--- config.mk ---
export PLATFORM = sky130hd
export DESIGN_NAME = oldest_first_retention_picker
export DESIGN_NICKNAME = d
export VERILOG_FILES = /design/src/rtl/orp_pkg.sv /design/src/rtl/orp_ram.sv /design/src/rtl/orp_front.sv /design/src/rtl/orp_queue.sv /design/src/rtl/orp_back.sv /design/src/rtl/oldest_first_retention_picker.sv
export SDC_FILE = /design/constraint.sdc
export NUM_CORES = 2
export LEC_CHECK = 0
export ABC_AREA = 1
export BUFFER_PORTS_ARGS = -buffer_cell sky130_fd_sc_hd__buf_2
export CAP_MARGIN = 0
export CORE_MARGIN = 1
export CORE_UTILIZATION = 30
export DETAILED_ROUTE_END_ITERATION = 7
export PLACE_DENSITY_LB_ADDON = 0.05
export SETUP_SLACK_MARGIN = 0.5
export SYNTH_ARGS = -nofsm -noshare
export SYNTH_HDL_FRONTEND = slang
export SYNTH_SLANG_ARGS = --single-unit
--- constraint.sdc ---
create_clock -name clock -period 6.3 [get_ports clock]
set_clock_uncertainty 0.1 [all_clocks]
set_input_delay 0.315 -clock clock [delete_from_list [all_inputs] [get_ports clock]]
set_output_delay 0.315 -clock clock [all_outputs]
set_load 0.005 [all_outputs]
--- src/rtl/orp_pkg.sv ---
// Shared types and constants for the oldest-first retention picker.
`default_nettype none

package orp_pkg;

   // Fixed field widths of the transfer payloads.
   localparam int SIZE_W       = 32;
   localparam int DROP_INDEX_W = 4;
   localparam int DROP_TOTAL_W = 5;

   // Most results one decision may report.
   localparam int MAX_RESULTS = 15;

   // Configuration register indexes.
   localparam int CSR_INDEX_W = 1;
   localparam logic [CSR_INDEX_W-1:0] CSR_BYTE_CAP   = 1'd0;
   localparam logic [CSR_INDEX_W-1:0] CSR_DROP_LIMIT = 1'd1;

   // Configuration reset values.
   localparam logic [SIZE_W-1:0]       BYTE_CAP_RESET   = 32'hFFFF_FFFF;
   localparam logic [DROP_TOTAL_W-1:0] DROP_LIMIT_RESET = 5'd16;

   typedef struct packed {
      logic [SIZE_W-1:0] file_size;
      logic              entry_present;
      logic              end_of_list;
      logic [SIZE_W-1:0] incoming_size;
   } orp_req_type;

   typedef struct packed {
      logic [DROP_INDEX_W-1:0] drop_index;
      logic                    drop_valid;
      logic                    run_last;
      logic [DROP_TOTAL_W-1:0] drop_total;
   } orp_rsp_type;

endpackage

`default_nettype wire

--- src/rtl/orp_ram.sv ---
// Generic single-write, single-read RAM with registered read data.
`default_nettype none

module orp_ram #(
   parameter int WIDTH = 32,
   parameter int DEPTH = 32
) (
   input  wire logic                     clock,
   input  wire logic                     wr_en,
   input  wire logic [$clog2(DEPTH)-1:0] wr_addr,
   input  wire logic [WIDTH-1:0]         wr_data,
   input  wire logic [$clog2(DEPTH)-1:0] rd_addr,
   output      logic [WIDTH-1:0]         rd_data
);

   logic [WIDTH-1:0] mem_ff [DEPTH];
   logic [WIDTH-1:0] rd_data_ff;

   always_ff @(posedge clock) begin
      if (wr_en) begin
         mem_ff[wr_addr] <= wr_data;
      end
      rd_data_ff <= mem_ff[rd_addr];
   end

   assign rd_data = rd_data_ff;

endmodule

`default_nettype wire

--- src/rtl/orp_front.sv ---
// Front end: stores entry sizes, keeps the running total and posts finished lists.
`default_nettype none

module orp_front
   import orp_pkg::*;
#(
   parameter int MAX_FILES = 16
) (
   input  wire logic                                       clock,
   input  wire logic                                       reset,
   input  wire logic                                       accept,
   input  wire orp_req_type                                req_data,
   output      logic                                       wr_en,
   output      logic [$clog2(MAX_FILES):0]                 wr_addr,
   output      logic [SIZE_W-1:0]                          wr_data,
   output      logic                                       push,
   output      logic [$clog2(MAX_FILES+1)*2+SIZE_W:0]      push_data
);

   localparam int IDX_W   = $clog2(MAX_FILES);
   localparam int CNT_W   = $clog2(MAX_FILES + 1);
   localparam int TOTAL_W = SIZE_W + CNT_W;

   logic               bank_ff, bank_in;
   logic [CNT_W-1:0]   count_ff, count_in;
   logic [TOTAL_W-1:0] total_ff, total_in;

   logic               store;
   logic [CNT_W-1:0]   count_add;
   logic [TOTAL_W-1:0] total_add;

   // Entries past the list capacity are dropped on the floor.
   assign store     = accept && req_data.entry_present && (count_ff < CNT_W'(MAX_FILES));
   assign count_add = store ? count_ff + CNT_W'(1) : count_ff;
   assign total_add = store ? total_ff + TOTAL_W'(req_data.file_size) : total_ff;

   assign wr_en   = store;
   assign wr_addr = {bank_ff, count_ff[IDX_W-1:0]};
   assign wr_data = req_data.file_size;

   assign push      = accept && req_data.end_of_list;
   assign push_data = {bank_ff, count_add, total_add + TOTAL_W'(req_data.incoming_size)};

   always_comb begin
      bank_in  = bank_ff;
      count_in = count_add;
      total_in = total_add;
      if (push) begin
         bank_in  = ~bank_ff;
         count_in = '0;
         total_in = '0;
      end
   end

   always_ff @(posedge clock) begin
      if (reset) begin
         bank_ff  <= 1'b0;
         count_ff <= '0;
         total_ff <= '0;
      end else begin
         bank_ff  <= bank_in;
         count_ff <= count_in;
         total_ff <= total_in;
      end
   end

endmodule

`default_nettype wire

--- src/rtl/orp_queue.sv ---
// Two-entry queue of finished lists between the front and back ends.
`default_nettype none

module orp_queue #(
   parameter int DATA_W = 8
) (
   input  wire logic              clock,
   input  wire logic              reset,
   input  wire logic              push,
   input  wire logic [DATA_W-1:0] push_data,
   input  wire logic              pop,
   output      logic [DATA_W-1:0] head_data,
   output      logic              empty,
   output      logic              full
);

   localparam int DEPTH = 2;

   logic [DATA_W-1:0] entry_ff [DEPTH];
   logic              wr_ptr_ff, wr_ptr_in;
   logic              rd_ptr_ff, rd_ptr_in;
   logic [1:0]        fill_ff, fill_in;

   assign empty     = (fill_ff == 2'd0);
   assign full      = (fill_ff == 2'(DEPTH));
   assign head_data = entry_ff[rd_ptr_ff];

   always_comb begin
      wr_ptr_in = push ? ~wr_ptr_ff : wr_ptr_ff;
      rd_ptr_in = pop ? ~rd_ptr_ff : rd_ptr_ff;
      fill_in   = fill_ff;
      if (push && !pop) begin
         fill_in = fill_ff + 2'd1;
      end else if (pop && !push) begin
         fill_in = fill_ff - 2'd1;
      end
   end

   always_ff @(posedge clock) begin
      if (push) begin
         entry_ff[wr_ptr_ff] <= push_data;
      end
   end

   always_ff @(posedge clock) begin
      if (reset) begin
         wr_ptr_ff <= 1'b0;
         rd_ptr_ff <= 1'b0;
         fill_ff   <= 2'd0;
      end else begin
         wr_ptr_ff <= wr_ptr_in;
         rd_ptr_ff <= rd_ptr_in;
         fill_ff   <= fill_in;
      end
   end

endmodule

`default_nettype wire

--- src/rtl/orp_back.sv ---
// Back end: walks a finished list from the oldest entry and reports the drops, or one "no drop" result.
`default_nettype none

module orp_back
   import orp_pkg::*;
#(
   parameter int MAX_FILES = 16
) (
   input  wire logic                                  clock,
   input  wire logic                                  reset,
   input  wire logic                                  empty,
   input  wire logic [$clog2(MAX_FILES+1)*2+SIZE_W:0] head_data,
   output      logic                                  pop,
   input  wire logic [SIZE_W-1:0]                     byte_cap,
   input  wire logic [DROP_TOTAL_W-1:0]               drop_limit,
   output      logic [$clog2(MAX_FILES):0]            rd_addr,
   input  wire logic [SIZE_W-1:0]                     rd_data,
   output      logic                                  rsp_valid,
   output      orp_rsp_type                           rsp_data
);

   localparam int IDX_W   = $clog2(MAX_FILES);
   localparam int CNT_W   = $clog2(MAX_FILES + 1);
   localparam int TOTAL_W = SIZE_W + CNT_W;

   localparam logic [1:0] ST_IDLE = 2'd0;
   localparam logic [1:0] ST_EVAL = 2'd1;
   localparam logic [1:0] ST_STEP = 2'd2;

   logic [1:0]              state_ff, state_in;
   logic                    bank_ff, bank_in;
   logic [CNT_W-1:0]        count_ff, count_in;
   logic [TOTAL_W-1:0]      total_ff, total_in;
   logic [IDX_W-1:0]        idx_ff, idx_in;
   logic [DROP_TOTAL_W-1:0] n_ff, n_in;
   logic                    rsp_valid_ff, rsp_valid_in;
   orp_rsp_type             rsp_data_ff, rsp_data_in;

   logic [TOTAL_W-1:0]      cap_ext;
   logic [TOTAL_W-1:0]      new_total;
   logic [DROP_TOTAL_W-1:0] n_next;
   logic [IDX_W-1:0]        idx_next;
   logic [CNT_W-1:0]        idx_plus2;
   logic [31:0]             idx_wide;
   logic                    first_go;
   logic                    more;

   assign cap_ext   = TOTAL_W'(byte_cap);
   assign new_total = total_ff - TOTAL_W'(rd_data);
   assign n_next    = n_ff + DROP_TOTAL_W'(1);
   assign idx_next  = idx_ff + IDX_W'(1);
   assign idx_plus2 = CNT_W'(idx_ff) + CNT_W'(2);
   assign idx_wide  = 32'(idx_ff);

   // The newest entry is never a candidate, so at least two entries are needed.
   assign first_go = (count_ff > CNT_W'(1)) && (total_ff > cap_ext) &&
                     (drop_limit != '0);

   // Whether the walk goes on past the entry that this step reports as dropped.
   assign more = (idx_plus2 < count_ff) && (new_total > cap_ext) &&
                 (n_next < drop_limit) && (n_next < DROP_TOTAL_W'(MAX_RESULTS));

   always_comb begin
      state_in     = state_ff;
      bank_in      = bank_ff;
      count_in     = count_ff;
      total_in     = total_ff;
      idx_in       = idx_ff;
      n_in         = n_ff;
      rsp_valid_in = 1'b0;
      rsp_data_in  = rsp_data_ff;
      pop          = 1'b0;
      rd_addr      = {bank_ff, idx_ff};
      case (state_ff)
         ST_IDLE: begin
            if (!empty) begin
               {bank_in, count_in, total_in} = head_data;
               idx_in   = '0;
               n_in     = '0;
               state_in = ST_EVAL;
            end
         end
         ST_EVAL: begin
            if (first_go) begin
               state_in = ST_STEP;
            end else begin
               rsp_valid_in           = 1'b1;
               rsp_data_in.drop_index = '0;
               rsp_data_in.drop_valid = 1'b0;
               rsp_data_in.run_last   = 1'b1;
               rsp_data_in.drop_total = '0;
               pop                    = 1'b1;
               state_in               = ST_IDLE;
            end
         end
         ST_STEP: begin
            rsp_valid_in           = 1'b1;
            rsp_data_in.drop_index = idx_wide[DROP_INDEX_W-1:0];
            rsp_data_in.drop_valid = 1'b1;
            rsp_data_in.run_last   = ~more;
            rsp_data_in.drop_total = n_next;
            total_in               = new_total;
            n_in                   = n_next;
            if (more) begin
               idx_in  = idx_next;
               rd_addr = {bank_ff, idx_next};
            end else begin
               pop      = 1'b1;
               state_in = ST_IDLE;
            end
         end
         default: begin
            state_in = ST_IDLE;
         end
      endcase
   end

   always_ff @(posedge clock) begin
      bank_ff     <= bank_in;
      count_ff    <= count_in;
      total_ff    <= total_in;
      idx_ff      <= idx_in;
      n_ff        <= n_in;
      rsp_data_ff <= rsp_data_in;
   end

   always_ff @(posedge clock) begin
      if (reset) begin
         state_ff     <= ST_IDLE;
         rsp_valid_ff <= 1'b0;
      end else begin
         state_ff     <= state_in;
         rsp_valid_ff <= rsp_valid_in;
      end
   end

   assign rsp_valid = rsp_valid_ff;
   assign rsp_data  = rsp_data_ff;

endmodule

`default_nettype wire

--- src/rtl/oldest_first_retention_picker.sv ---
// Top level of the oldest-first retention picker: front end, list queue, walker and RAM.
// The walker takes a finished list from the queue, evaluates it and then issues either
// its single "no drop" result or its drops, one drop per cycle until the decision ends.
// The front end takes one list entry per cycle while busy is low; the back end reads one
// stored size per cycle from the RAM read port as it walks, one list at a time.
// Reset clears the list, the queue and the walker; byte_cap and drop_limit return to
// all ones and 16. Results cannot be held off by the receiver.
`default_nettype none

module oldest_first_retention_picker
   import orp_pkg::*;
#(
   parameter int MAX_FILES = 16
) (
   input  wire logic                   clock,
   input  wire logic                   reset,
   input  wire logic                   start,
   output      logic                   busy,
   input  wire orp_req_type            req_data,
   output      logic                   rsp_valid,
   output      orp_rsp_type            rsp_data,
   input  wire logic                   csr_we,
   input  wire logic [CSR_INDEX_W-1:0] csr_index,
   input  wire logic [SIZE_W-1:0]      csr_wdata
);

   localparam int IDX_W   = $clog2(MAX_FILES);
   localparam int CNT_W   = $clog2(MAX_FILES + 1);
   localparam int TOTAL_W = SIZE_W + CNT_W;
   localparam int DESC_W  = 1 + CNT_W + TOTAL_W;
   localparam int ADDR_W  = IDX_W + 1;

   // Configuration registers.
   logic [SIZE_W-1:0]       byte_cap_ff, byte_cap_in;
   logic [DROP_TOTAL_W-1:0] drop_limit_ff, drop_limit_in;

   logic              accept;
   logic              wr_en;
   logic [ADDR_W-1:0] wr_addr;
   logic [SIZE_W-1:0] wr_data;
   logic [ADDR_W-1:0] rd_addr;
   logic [SIZE_W-1:0] rd_data;
   logic              push;
   logic [DESC_W-1:0] push_data;
   logic              pop;
   logic [DESC_W-1:0] head_data;
   logic              q_empty;
   logic              q_full;

   // The RAM holds two banks of MAX_FILES sizes. Each list goes to the bank opposite the
   // previous one, so the front end fills the next list while the back end walks this one.
   // Up to two finished lists may wait; with both queue slots taken, both banks are in
   // use and the block reports busy until the walk of the older one completes.
   assign busy   = q_full;
   assign accept = start && !busy;

   always_comb begin
      byte_cap_in   = byte_cap_ff;
      drop_limit_in = drop_limit_ff;
      if (csr_we) begin
         case (csr_index)
            CSR_BYTE_CAP:   byte_cap_in   = csr_wdata;
            CSR_DROP_LIMIT: drop_limit_in = csr_wdata[DROP_TOTAL_W-1:0];
            default: begin
            end
         endcase
      end
   end

   always_ff @(posedge clock) begin
      if (reset) begin
         byte_cap_ff   <= BYTE_CAP_RESET;
         drop_limit_ff <= DROP_LIMIT_RESET;
      end else begin
         byte_cap_ff   <= byte_cap_in;
         drop_limit_ff <= drop_limit_in;
      end
   end

   // The front end takes one item per transfer, stores the size and posts a finished list.
   orp_front #(
      .MAX_FILES (MAX_FILES)
   ) u_front (
      .clock     (clock),
      .reset     (reset),
      .accept    (accept),
      .req_data  (req_data),
      .wr_en     (wr_en),
      .wr_addr   (wr_addr),
      .wr_data   (wr_data),
      .push      (push),
      .push_data (push_data)
   );

   // Each queue slot carries the bank, the entry count and the total with incoming bytes.
   orp_queue #(
      .DATA_W (DESC_W)
   ) u_queue (
      .clock     (clock),
      .reset     (reset),
      .push      (push),
      .push_data (push_data),
      .pop       (pop),
      .head_data (head_data),
      .empty     (q_empty),
      .full      (q_full)
   );

   orp_ram #(
      .WIDTH (SIZE_W),
      .DEPTH (2 ** ADDR_W)
   ) u_size_ram (
      .clock   (clock),
      .wr_en   (wr_en),
      .wr_addr (wr_addr),
      .wr_data (wr_data),
      .rd_addr (rd_addr),
      .rd_data (rd_data)
   );

   // The back end releases a queue slot once the last result of its decision is issued.
   orp_back #(
      .MAX_FILES (MAX_FILES)
   ) u_back (
      .clock      (clock),
      .reset      (reset),
      .empty      (q_empty),
      .head_data  (head_data),
      .pop        (pop),
      .byte_cap   (byte_cap_ff),
      .drop_limit (drop_limit_ff),
      .rd_addr    (rd_addr),
      .rd_data    (rd_data),
      .rsp_valid  (rsp_valid),
      .rsp_data   (rsp_data)
   );

endmodule

`default_nettype wire

==> results.md <==
* Max IR drop VDD at 0.0003030 V
* DR iter-0 viols at 3,683
* WL final at 232.3 mm
* Largest net degree at the start of global routing at 64
* Proportion of layout cells with a drive suffix above 1 at 12.87%
* Max-capacitance violation count at 0
* Status: finished, final reports clean
* WP data required at 6870 ps
* Initial antenna violation count at 16
* Core area at 202,900 um2
* Via density at 4.861
* GRT Overall Usage at 22.32%
* ANT nets after route at 0
* Startpoint types: register
* Starting Density at 30.30%
* DP Wirelength at 147.9 mm
* Final setup fails at 0
* Synth Area in Simple Gates at 22.60%
* Post-synth top flop: edfxtp_1
* Yosys Warn Count at 0
* Gate Count Post-Synth at 6,054
* Hold Path Class: primary input to register
* Synthesized Nets at 6,339
* Crit path kind: register to register
* DIE AREA at 206,800 um2
* Synth Cell Area at 61,480 um2
* Worst slew pin tran at 1299 ps
* I/O pin total at 116
* Drc violations at 0
* Max Slew Vio Count at 0
* Synth cell types at 54
* Commonest cells post-synth: nand2_1, edfxtp_1, nand3_1
* Slowest stage cell, crit path: dfxtp_2
* Largest family of logic cells by synthesized area: simple AND/OR/NAND/NOR gates
* Max-slew headroom at 13.21%
* CTS sink count at 1,293
* CTS tree: done
* Synthesized flop and latch total at 1,293
* Arr. time, crit path at 6150 ps
* Synth Area in Compound Gates at 3.610%
* Largest stage delay on the critical path at 410 ps
* Die Wd at 454.7 um
* Worst Setup End Kind: register
* Largest cells by area after synthesis: edfxtp_1, nand2_1, nand3_1, inv_1, dfxtp_1
* Max Fclk at 179.2 MHz
* CTS H-tree depth at 4
* Worst-path clk slew at 60 ps
* Overflow after GRT at 0
* Buffers on Ports at 115
* Mean Syn Cell Area at 10.16 um2
* Worst-path maximum fanout at 23
* Dpl cells at 8,855
* Area Overhead vs Synth at 20.31%
* Synth area leader: edfxtp_1
* Most used cell, CP: nand2_1
* Tmin final at 5580 ps
* Mux contribution to synthesized area at 0.6451%
* Final hold violation count at 0
* Std-Cell Rows at 165
* Unrepaired setup endpoints after global routing: true
* Top-count cell post-synth: nand2_1
* Total vias in the final route at 44,839
* Chip height at 454.7 um
* Leakage at 30.02 nW
* WL/cell at 25.18 um
* Wire length of the first global-routing pass at 329.4 mm
* Number of synthesized flops with an enable pin at 1,173
* Synth async-reset ratio at 0%
* Total power at 36.95 mW
* Fin cells at 9,225
* Seq/Total Area, Yosys at 61.20%
* Routability-driven placement congestion ratio at 0.8859
* Clk Latency, worst-skew pair at 800 ps
* Drt pass-1 iters at 5
* TritonCTS Buffers at 160
* Yosys top cell area share at 57.29%
* Root buf cell: clkbuf_16
* Vias in the first global route at 43,800
* Clock Tree Buf Depth at 3
* Power per cell area at 499.6 nW/um2
* Final Cycle Share at 88.56%
* Fin nets at 6,708
* Xor/xnor share of the synthesized area at 1.168%
* Synth Area in Adders at 3.740%
sequential cells by signal, summed over array words and instances, names as in the netlist, named ones only:
| name | flops |
|---|---|
| u_back.rsp_valid | 1 |
| u_queue.wr_ptr_ff | 1 |
| u_back.n_ff | 5 |
| drop_limit_ff | 5 |
| u_back.state_ff | 2 |
| u_front.total_ff | 37 |
| u_back.count_ff | 5 |
| u_queue.fill_ff | 2 |
| u_back.total_ff | 37 |
| u_back.bank_ff | 1 |
| u_queue.entry_ff | 86 |
| u_size_ram.rd_data | 32 |
| u_queue.rd_ptr_ff | 1 |
| u_size_ram.mem_ff | 1024 |
| u_front.count_ff | 5 |
| u_back.rsp_data | 11 |
| u_back.idx_ff | 4 |
| byte_cap_ff | 32 |
| u_front.bank_ff | 1 |
cells by family (layout without fill, tap and decap cells):
family,Yosys count,in the layout
buf+inv,1004,1501
other cells,0,2
xor+xnor,82,82
flops,1293,1293
fa+ha+maj,182,182
simple gates,3059,3059
compound gates,395,395
mux,39,39
per-layer routing:
layer / GRT usage (%) / vias to the layer above / share of wire [%]
met3: 2.386 / 229 / 3.5
met2: 36.27 / 927 / 46
met1: 32.00 / 22251 / 48
li1: - / 21428 / -
met4: 4.614 / 4 / 1.8
met5: 0 / - / 0.012
through the flow:
stage | instance area [um2] | utilization (%) | setup WS, ps | hold slack, ps | setup TNS [ps]
after detailed placement | 67700 | 33.36 | -267.1 | 388.0 | -291.9
after global placement | 67700 | 33.36 | -244.7 | 374.3 | -244.7
final | 73970 | 36.45 | 720.4 | 71.35 | 0
after CTS | 73530 | 36.23 | 505.3 | 1.844 | 0
after floorplan | 61480 | - | 1715 | 284.1 | 0
after global routing | 73970 | 36.45 | 427.8 | 28.80 | 0
power by group:
group	internal [mW]	switching (mW)	total, mW
sequential	10.0	0.440	10.5
combinational	6.28	11.0	17.3
clock	5.43	3.79	9.21
total	21.7	15.2	37.0
final timing paths:
| path | startpoint | end | slack, ps | cells past startpoint |
|---|---|---|---|---|
| worst max-delay path | u_size_ram.rd_data[18]$_DFF_P_ | u_size_ram.rd_data[6]$_DFF_P_ | 720 | 33 |
| worst min-delay path | req_data[39] | u_size_ram.mem_ff[27][5]$_DFFE_PP_ | 70 | 2 |
| worst min register to register | drop_limit_ff[2]$_SDFFE_PP0P_ | drop_limit_ff[2]$_SDFFE_PP0P_ | 390 | 2 |
| worst max register to register | u_size_ram.rd_data[18]$_DFF_P_ | u_size_ram.rd_data[6]$_DFF_P_ | 720 | 33 |
layout by cell type (no fill, tap or decap), drive strengths merged, types with 2 or more instances in the layout:
cell         synthesis  layout
a31oi               15      15
xnor2               30      30
a21o                 6       6
o21ai              138     138
o31ai                4       4
nand4               19      19
inv                692     694
ha                 179     179
a21oi              162     162
buf                271     458
fa                   3       3
clkbuf              39     223
mux2i               34      34
nor3                21      21
nor2               196     196
nand3             1069    1069
o211ai              37      37
mux2                 5       5
a21boi               6       6
diode                0       2
o21bai               8       8
xor2                52      52
clkinvlp             0       5
o221a                2       2
nor4                 7       7
dfxtp              120     120
bufinv               0      13
nand3b             226     226
and2                 3       3
dlygate4sd3          0      59
clkinv               2      49
nand2             1502    1502
or2                 15      15
o221ai               3       3
o21a                 8       8
edfxtp            1173    1173
timing repair:
action / in CTS / in global routing
hold endpoints to repair: 199 / 0
setup buffers: 2 / 17
gates resized for setup: 23 / 70
pin swaps: 5 / 11
gates cloned: 0 / 0
setup endpoints to repair: 25 / 38
hold buffers: 59 / 0
final cells by class:
type                    instances  area, um2
diodes                          2      5.005
clock buffers                 223       4436
clock inverters                67      683.2
fillers                     20354     129000
inverters                     694       2629
multi-input cells            3757      20220
flip-flops and latches       1293      37650
well taps                    2672       3343
repair buffers                517       5004
critical path, delay by kind of cell (launching register included):
kind                       cells  cell delay, ps
adders and majority gates      2             700
xor gates and xnor gates       1             170
and+or+nand+nor               23            2690
DFF                            1             410
buffers and inverters          6            1190
AOI/OAI and AO/OA              1              80
Power figures use the tool's default switching activity.
